File: src/rtl/core/aaq_pkg.sv
package aaq_pkg;

  localparam int FUNC_W    = 2;
  localparam int CHAN_W    = 8;
  localparam int SUM_W     = 10;
  localparam int GRAY_W    = 8;
  localparam int STEP_W    = 5;
  localparam int THR_W     = 9;
  localparam int LEVEL_W   = 4;
  localparam int GLYPH_W   = 7;
  localparam int WIDTH_W   = 13;
  localparam int COL_W     = 12;
  localparam int LEVELS    = 15;

  localparam logic [WIDTH_W-1:0] MAX_WIDTH   = 13'd4096;
  localparam logic [WIDTH_W-1:0] WIDTH_RESET = 13'd640;

  localparam logic [GRAY_W-1:0] MIN_GRAY_RESET = 8'd255;
  localparam logic [GRAY_W-1:0] MAX_GRAY_RESET = 8'd0;

  localparam logic [FUNC_W-1:0] FUNC_MEASURE = 2'd0;
  localparam logic [FUNC_W-1:0] FUNC_CONVERT = 2'd1;
  localparam logic [FUNC_W-1:0] FUNC_CLEAR   = 2'd2;

  // floor(sum / 3) for sum <= 765, by reciprocal 683 / 2048
  function automatic logic [GRAY_W-1:0] gray_of(input logic [SUM_W-1:0] sum);
    logic [18:0] prod;
    prod = 19'(sum) * 19'd683;
    return prod[18:11];
  endfunction

  // floor(diff / 14) for diff <= 255, by reciprocal 293 / 4096
  function automatic logic [STEP_W-1:0] step_of(input logic [GRAY_W-1:0] diff);
    logic [16:0] prod;
    prod = 17'(diff) * 17'd293;
    return prod[16:12];
  endfunction

  // ramp read in reverse: dark is '@', bright is space
  function automatic logic [GLYPH_W-1:0] glyph_of(input logic [LEVEL_W-1:0] lvl);
    logic [GLYPH_W-1:0] g;
    unique case (lvl)
      4'd0:    g = 7'h40; // @
      4'd1:    g = 7'h23; // #
      4'd2:    g = 7'h25; // %
      4'd3:    g = 7'h26; // &
      4'd4:    g = 7'h2B; // +
      4'd5:    g = 7'h21; // !
      4'd6:    g = 7'h3A; // :
      4'd7:    g = 7'h2A; // *
      4'd8:    g = 7'h5E; // ^
      4'd9:    g = 7'h7E; // ~
      4'd10:   g = 7'h2D; // -
      4'd11:   g = 7'h2C; // ,
      4'd12:   g = 7'h2E; // .
      4'd13:   g = 7'h60; // `
      default: g = 7'h20; // space
    endcase
    return g;
  endfunction

endpackage

File: src/rtl/core/aaq_level.sv
module aaq_level (
  input  logic [aaq_pkg::GRAY_W-1:0]  gray,
  input  logic [aaq_pkg::GRAY_W-1:0]  lo,
  input  logic [aaq_pkg::STEP_W-1:0]  step_size,
  output logic [aaq_pkg::LEVEL_W-1:0] level,
  output logic [aaq_pkg::GLYPH_W-1:0] glyph
);

  logic [aaq_pkg::THR_W-1:0] thr [aaq_pkg::LEVELS];

  // thresholds are nondecreasing, so the last one reached wins
  always_comb begin
    level = '0;
    for (int k = 0; k < aaq_pkg::LEVELS; k++) begin
      thr[k] = {1'b0, lo} + aaq_pkg::THR_W'(step_size * k);
      if (k > 0 && {1'b0, gray} >= thr[k]) begin
        level = aaq_pkg::LEVEL_W'(k);
      end
    end
  end

  assign glyph = aaq_pkg::glyph_of(level);

endmodule

File: src/rtl/core/ascii_art_quantizer_core.sv
// ASCII-art gray quantizer.
// Slave stream: one RGB pixel per transaction, tuser carries the function
// (measure, convert, clear). Measure transactions track min/max gray, clear
// restarts the image state, convert transactions each return one glyph.
// Master stream: tdata carries glyph and level, tuser flags a row start.
// Configuration: cfg_valid/cfg_ready/cfg_data writes image_width; always ready.
// Pipeline: a convert transaction is held in the input register, then its
// glyph and level are loaded into the result register when the pipeline
// advances. Throughput is one pixel per cycle while the output is not stalled;
// min/max, the quantizer step and the column counter update in the result
// stage, so back-to-back measure and convert pixels need no bubble.
// Reset: image_width returns to 640, min 255, max 0, nothing measured,
// column 0; both stream valids drop.
// Stall: while a result waits with m_axis_tready low, the pipeline holds and
// s_axis_tready drops once the input register is also occupied.
module ascii_art_quantizer_core (
  input  logic                          clk,
  input  logic                          rst,
  input  logic                          cfg_valid,
  output logic                          cfg_ready,
  input  logic [aaq_pkg::WIDTH_W-1:0]   cfg_data,
  input  logic                          s_axis_tvalid,
  output logic                          s_axis_tready,
  input  logic [23:0]                   s_axis_tdata,  // red, green, blue
  input  logic [aaq_pkg::FUNC_W-1:0]    s_axis_tuser,  // func
  output logic                          m_axis_tvalid,
  input  logic                          m_axis_tready,
  output logic [15:0]                   m_axis_tdata,  // zero pad, level, glyph
  output logic [0:0]                    m_axis_tuser   // row_start
);

  logic [aaq_pkg::WIDTH_W-1:0] image_width;

  logic                         in_valid;
  logic [aaq_pkg::FUNC_W-1:0]   in_func;
  logic [aaq_pkg::GRAY_W-1:0]   in_gray;

  logic [aaq_pkg::GRAY_W-1:0]   min_gray;
  logic [aaq_pkg::GRAY_W-1:0]   max_gray;
  logic                         any_measured;
  logic [aaq_pkg::STEP_W-1:0]   step_size;
  logic [aaq_pkg::COL_W-1:0]    column_count;

  logic                         out_valid;
  logic [aaq_pkg::GLYPH_W-1:0]  out_glyph;
  logic [aaq_pkg::LEVEL_W-1:0]  out_level;
  logic                         out_start;

  logic                         advance;
  logic                         proc;
  logic                         s_acc;
  logic [aaq_pkg::SUM_W-1:0]    pix_sum;

  logic [aaq_pkg::GRAY_W-1:0]   lo;
  logic [aaq_pkg::LEVEL_W-1:0]  level;
  logic [aaq_pkg::GLYPH_W-1:0]  glyph;
  logic [aaq_pkg::GRAY_W-1:0]   min_next;
  logic [aaq_pkg::GRAY_W-1:0]   max_next;
  logic [aaq_pkg::WIDTH_W-1:0]  w_eff;
  logic [aaq_pkg::COL_W-1:0]    col_cur;
  logic [aaq_pkg::WIDTH_W-1:0]  col_inc;
  logic [aaq_pkg::COL_W-1:0]    column_count_next;

  assign cfg_ready = 1'b1;

  always_ff @(posedge clk) begin
    if (rst) begin
      image_width <= aaq_pkg::WIDTH_RESET;
    end else if (cfg_valid) begin
      image_width <= cfg_data;
    end
  end

  assign advance       = !out_valid || m_axis_tready;
  assign s_axis_tready = !in_valid || advance;
  assign s_acc         = s_axis_tvalid && s_axis_tready;
  assign proc          = in_valid && advance;

  assign pix_sum = aaq_pkg::SUM_W'(s_axis_tdata[7:0]) + aaq_pkg::SUM_W'(s_axis_tdata[15:8])
                 + aaq_pkg::SUM_W'(s_axis_tdata[23:16]);

  always_ff @(posedge clk) begin
    if (rst) begin
      in_valid <= 1'b0;
    end else if (s_axis_tready) begin
      in_valid <= s_axis_tvalid;
    end
    if (s_acc) begin
      in_func <= s_axis_tuser;
      in_gray <= aaq_pkg::gray_of(pix_sum);
    end
  end

  assign lo = any_measured ? min_gray : '0;

  aaq_level u_level (
    .gray      (in_gray),
    .lo        (lo),
    .step_size (step_size),
    .level     (level),
    .glyph     (glyph)
  );

  always_comb begin
    if (image_width == '0) begin
      w_eff = aaq_pkg::WIDTH_W'(1);
    end else if (image_width > aaq_pkg::MAX_WIDTH) begin
      w_eff = aaq_pkg::MAX_WIDTH;
    end else begin
      w_eff = image_width;
    end
    col_cur = ({1'b0, column_count} >= w_eff) ? '0 : column_count;
    col_inc = {1'b0, col_cur} + aaq_pkg::WIDTH_W'(1);
    column_count_next = (col_inc >= w_eff) ? '0 : col_inc[aaq_pkg::COL_W-1:0];
    min_next = (in_gray < min_gray) ? in_gray : min_gray;
    max_next = (in_gray > max_gray) ? in_gray : max_gray;
  end

  always_ff @(posedge clk) begin
    if (rst) begin
      min_gray     <= aaq_pkg::MIN_GRAY_RESET;
      max_gray     <= aaq_pkg::MAX_GRAY_RESET;
      any_measured <= 1'b0;
      step_size    <= '0;
      column_count <= '0;
    end else if (proc) begin
      unique case (in_func)
        aaq_pkg::FUNC_MEASURE: begin
          min_gray     <= min_next;
          max_gray     <= max_next;
          any_measured <= 1'b1;
          step_size    <= aaq_pkg::step_of(max_next - min_next);
        end
        aaq_pkg::FUNC_CONVERT: begin
          column_count <= column_count_next;
        end
        aaq_pkg::FUNC_CLEAR: begin
          min_gray     <= aaq_pkg::MIN_GRAY_RESET;
          max_gray     <= aaq_pkg::MAX_GRAY_RESET;
          any_measured <= 1'b0;
          step_size    <= '0;
          column_count <= '0;
        end
        default: begin
        end
      endcase
    end
  end

  always_ff @(posedge clk) begin
    if (rst) begin
      out_valid <= 1'b0;
    end else if (advance) begin
      out_valid <= proc && (in_func == aaq_pkg::FUNC_CONVERT);
    end
    if (proc && in_func == aaq_pkg::FUNC_CONVERT) begin
      out_glyph <= glyph;
      out_level <= level;
      out_start <= (col_cur == '0);
    end
  end

  assign m_axis_tvalid = out_valid;
  assign m_axis_tdata  = {5'd0, out_level, out_glyph};
  assign m_axis_tuser  = out_start;

  a_minmax_order: assert property (@(posedge clk) disable iff (rst)
    any_measured |-> (min_gray <= max_gray))
    else $error("min gray above max gray after a measurement");

  a_step_tracks: assert property (@(posedge clk) disable iff (rst)
    step_size == (any_measured ? aaq_pkg::step_of(max_gray - min_gray) : '0))
    else $error("quantizer step out of step with min/max");

  a_clear_state: assert property (@(posedge clk) disable iff (rst)
    (proc && in_func == aaq_pkg::FUNC_CLEAR) |=>
      (min_gray == aaq_pkg::MIN_GRAY_RESET && max_gray == aaq_pkg::MAX_GRAY_RESET &&
       !any_measured && column_count == '0))
    else $error("clear did not restore image state");

  a_result_level: assert property (@(posedge clk) disable iff (rst)
    out_valid |-> (out_level < aaq_pkg::LEVEL_W'(aaq_pkg::LEVELS) &&
                   out_glyph == aaq_pkg::glyph_of(out_level)))
    else $error("result glyph does not match its level");

endmodule
File: config.mk
export PLATFORM = sky130hd
export DESIGN_NAME = ascii_art_quantizer_core
export DESIGN_NICKNAME = d
export VERILOG_FILES = /design/src/rtl/core/aaq_pkg.sv /design/src/rtl/core/aaq_level.sv /design/src/rtl/core/ascii_art_quantizer_core.sv
export SDC_FILE = /design/constraint.sdc
export NUM_CORES = 1
export LEC_CHECK = 0
export BUFFER_PORTS_ARGS = -buffer_cell sky130_fd_sc_hd__buf_2
export CAP_MARGIN = 5
export CORE_AREA = 3 3 123 185
export DETAILED_ROUTE_END_ITERATION = 7
export DIE_AREA = 0 0 126 188
export PLACE_DENSITY = 0.83
export SLEW_MARGIN = 20
export SYNTH_ARGS = -nofsm -noshare
export SYNTH_HDL_FRONTEND = slang
export SYNTH_SLANG_ARGS = --single-unit
File: constraint.sdc
create_clock -name clk -period 10.6 [get_ports clk]
set_clock_uncertainty 0.05 [all_clocks]
set_input_delay 2.65 -clock clk [delete_from_list [all_inputs] [get_ports clk]]
set_output_delay 2.65 -clock clk [all_outputs]
set_load 0.02 [all_outputs]
==> results.json <==
{
  "io_pins": 64,
  "num_vias": 11600,
  "endpoint_kind": "flip-flop",
  "cp.required_ps": 10740,
  "wl_mm": 34.3,
  "yosysWarnings": 0,
  "grt_overflow_total": 0,
  "finalSetupViolations": 0,
  "min_path_cells": 2,
  "synth.distinct_cells": 87,
  "syn_area_um2": 13800,
  "relSlewSlack_pct": 27.4,
  "dieArea_um2": 23700,
  "grt_max_degree": 42,
  "worst_pin_slew_ps": 1090,
  "drtIter0Drc": 545,
  "dr.pass1.iters": 6,
  "place_ws_ps": 791,
  "routedWlPerCell_um": 18.5,
  "cts_setup_buffers": 0,
  "r2r-end": "step_size[1]",
  "synth-seq-area-share_pct": 11.9,
  "async_flop_share_pct": 0,
  "criticalPathCategory": "in -> reg",
  "antenna_found_initial": 0,
  "slew_violations": 0,
  "max_stage_delay_ps": 630,
  "track_usage_pct": 29.4,
  "clk_path_buf_depth": 2,
  "postCtsResizedCells": 0,
  "synthCells": 1528,
  "cp.arrival_ps": 9670,
  "port_buffers": 57,
  "crit_fanout": 4,
  "hold_viol": 0,
  "rows": 66,
  "cts_tree": "yes",
  "timing.final.crit_share_pct": 89.9,
  "viasPerCell": 6.23,
  "layout_min_cycle_time_ps": 9530,
  "critPathMostFrequentCell": "fa_1",
  "grt_pass1_wl_mm": 57.3,
  "ctsHoldBuffers": 0,
  "initial_core_util_pct": 64.2,
  "max_freq_ghz": 0.105,
  "holdPathEnd": "max_gray[7]",
  "worst_hold_slack_ps": 439,
  "synth.top_cells.by_count": "ha_1 (340), inv_1 (179), a21oi_1 (98), nor2_1 (89), fa_1 (79)",
  "hp-class": "reg -> reg",
  "numCtsBuffers": 9,
  "synth.avg_cell_area_um2": 9.02,
  "slowest_stage": "a2111oi_0",
  "drive_gt1_share_pct": 8.40,
  "synth_largest_area_cell": "ha_1",
  "h-tree-depth": 3,
  "nNetsFinal": 2042,
  "finalSetupTns_ps": 0,
  "r2r_slack_ps": 3240,
  "ys_top_cells_by_area": "ha_1 (31%), fa_1 (11%), dfxtp_1 (7.1%)",
  "worst_slack_ps": 1070,
  "synth-seq-cells": 71,
  "maxCapViolations": 0,
  "drc": 0,
  "root_buffer": "clkbuf_16",
  "syn_to_final_growth_pct": 6.13,
  "dp_hpwl_mm": 27.6,
  "place.gp.congestion": 0.993,
  "synth.most_common_cell": "ha_1",
  "hold_start": "max_gray[7]",
  "yosysTopAreaCellShare_pct": 30.9,
  "ant_nets": 0,
  "cp-start-kind": "input port",
  "first_global_vias": 12200,
  "antennaDiodeCount": 0,
  "worstReg2RegStart": "in_gray[2]",
  "die_x_um": 126,
  "rsz0062_at_grt": "false",
  "clock-sinks": 71,
  "synth-edff-count": 22,
  "clk_pin_slew_ps": 60,
  "core_area_um2": 21500,
  "status": "complete, no violations",
  "r2r_cells": 30,
  "clock_latency_ps": 350,
  "die_h_um": 188,
  "synthFlopType": "dfxtp_1"
}
[logic make-up (layout without fill, tap and decap cells)]
logic type | after synthesis | after routing | share of synthesized area [%]
AOI/OAI and AO/OA | 370 | 370 | 18.4
xor gates and xnor gates | 122 | 122 | 7.76
adders and majority gates | 427 | 427 | 43.0
buffers and inverters | 214 | 266 | 6.25
DFF | 71 | 71 | 11.9
muxes | 26 | 26 | 1.97
other | 2 | 6 | 0.0545
and+or+nand+nor | 296 | 296 | 10.7
[worst max-delay path, delay by kind of cell]
kind / cells / cell delay, ps
buffers and inverters: 3 / 220
AOI/OAI and AO/OA: 10 / 2320
and+or+nand+nor: 2 / 350
xor gates and xnor gates: 1 / 490
adders and majority gates: 9 / 3610
[routing by layer]
metal,vias up,track usage [%],wire length [µm]
met1,5467,31.9,12800
met3,162,3.59,1700
li1,5530,-,-
met4,0,20.1,2550
met5,-,0,0
met2,402,52.5,17300
[placed cells by master, fill, tap and decap left out, types with 11 or more instances in the layout]
cell type	instances
nor2b_1	12
a21o_1	45
o211ai_1	11
and2_1	15
mux2i_1	17
xor2_1	45
inv_1	179
o21bai_1	18
edfxtp_1	22
xnor2_1	77
a22oi_1	15
o21ai_0	44
or2_2	11
a31oi_1	15
dfxtp_1	49
nand2_1	69
nand2b_1	21
buf_4	12
a21oi_1	98
nand3_1	17
ha_1	340
nor2_1	89
nor3_1	17
o21a_1	32
fa_1	79
buf_2	57
[area by class of cell]
cell class	instances	area (µm²)
clock buffer	10	229
clock inverter	6	62.6
fill	1739	6850
inverter	180	676
multi-input combinational	1247	11300
sequential	71	1640
tap	272	340
timing repair buffer	70	383
[how the worst max path moves through the flow]
stage / from / end / slack, ps / cells past startpoint
2_1_floorplan: s_axis_tdata[1] / in_gray[7] / 1690 / 23
3_3_place_gp: s_axis_tdata[1] / in_gray[7] / 1160 / 25
3_5_place_dp: s_axis_tdata[1] / in_gray[7] / 790 / 25
4_1_cts: s_axis_tdata[1] / in_gray[7] / 1110 / 25
5_1_grt: s_axis_tdata[1] / in_gray[7] / 680 / 25
6_report: s_axis_tdata[1] / in_gray[7] / 1070 / 25
[state kept, by name (all words and copies together), names as in the netlist, 2 cells and up]
signal / count
out_level: 4
in_gray: 8
column_count: 12
image_width: 13
max_gray: 8
in_func: 2
step_size: 5
out_glyph: 7
min_gray: 8
[through the flow]
stage	cells	utilization [%]	cell area, µm²
floorplan	1532	-	13800
global placement	1839	66.7	14300
detailed placement	1839	66.7	14300
CTS	1855	68.1	14600
global route	1856	68.1	14600
finish	1856	68.1	14600
Power is left out: the tool's default activity adds up to more than one toggle a clock period on the data nets, which glitch-free logic cannot reach.
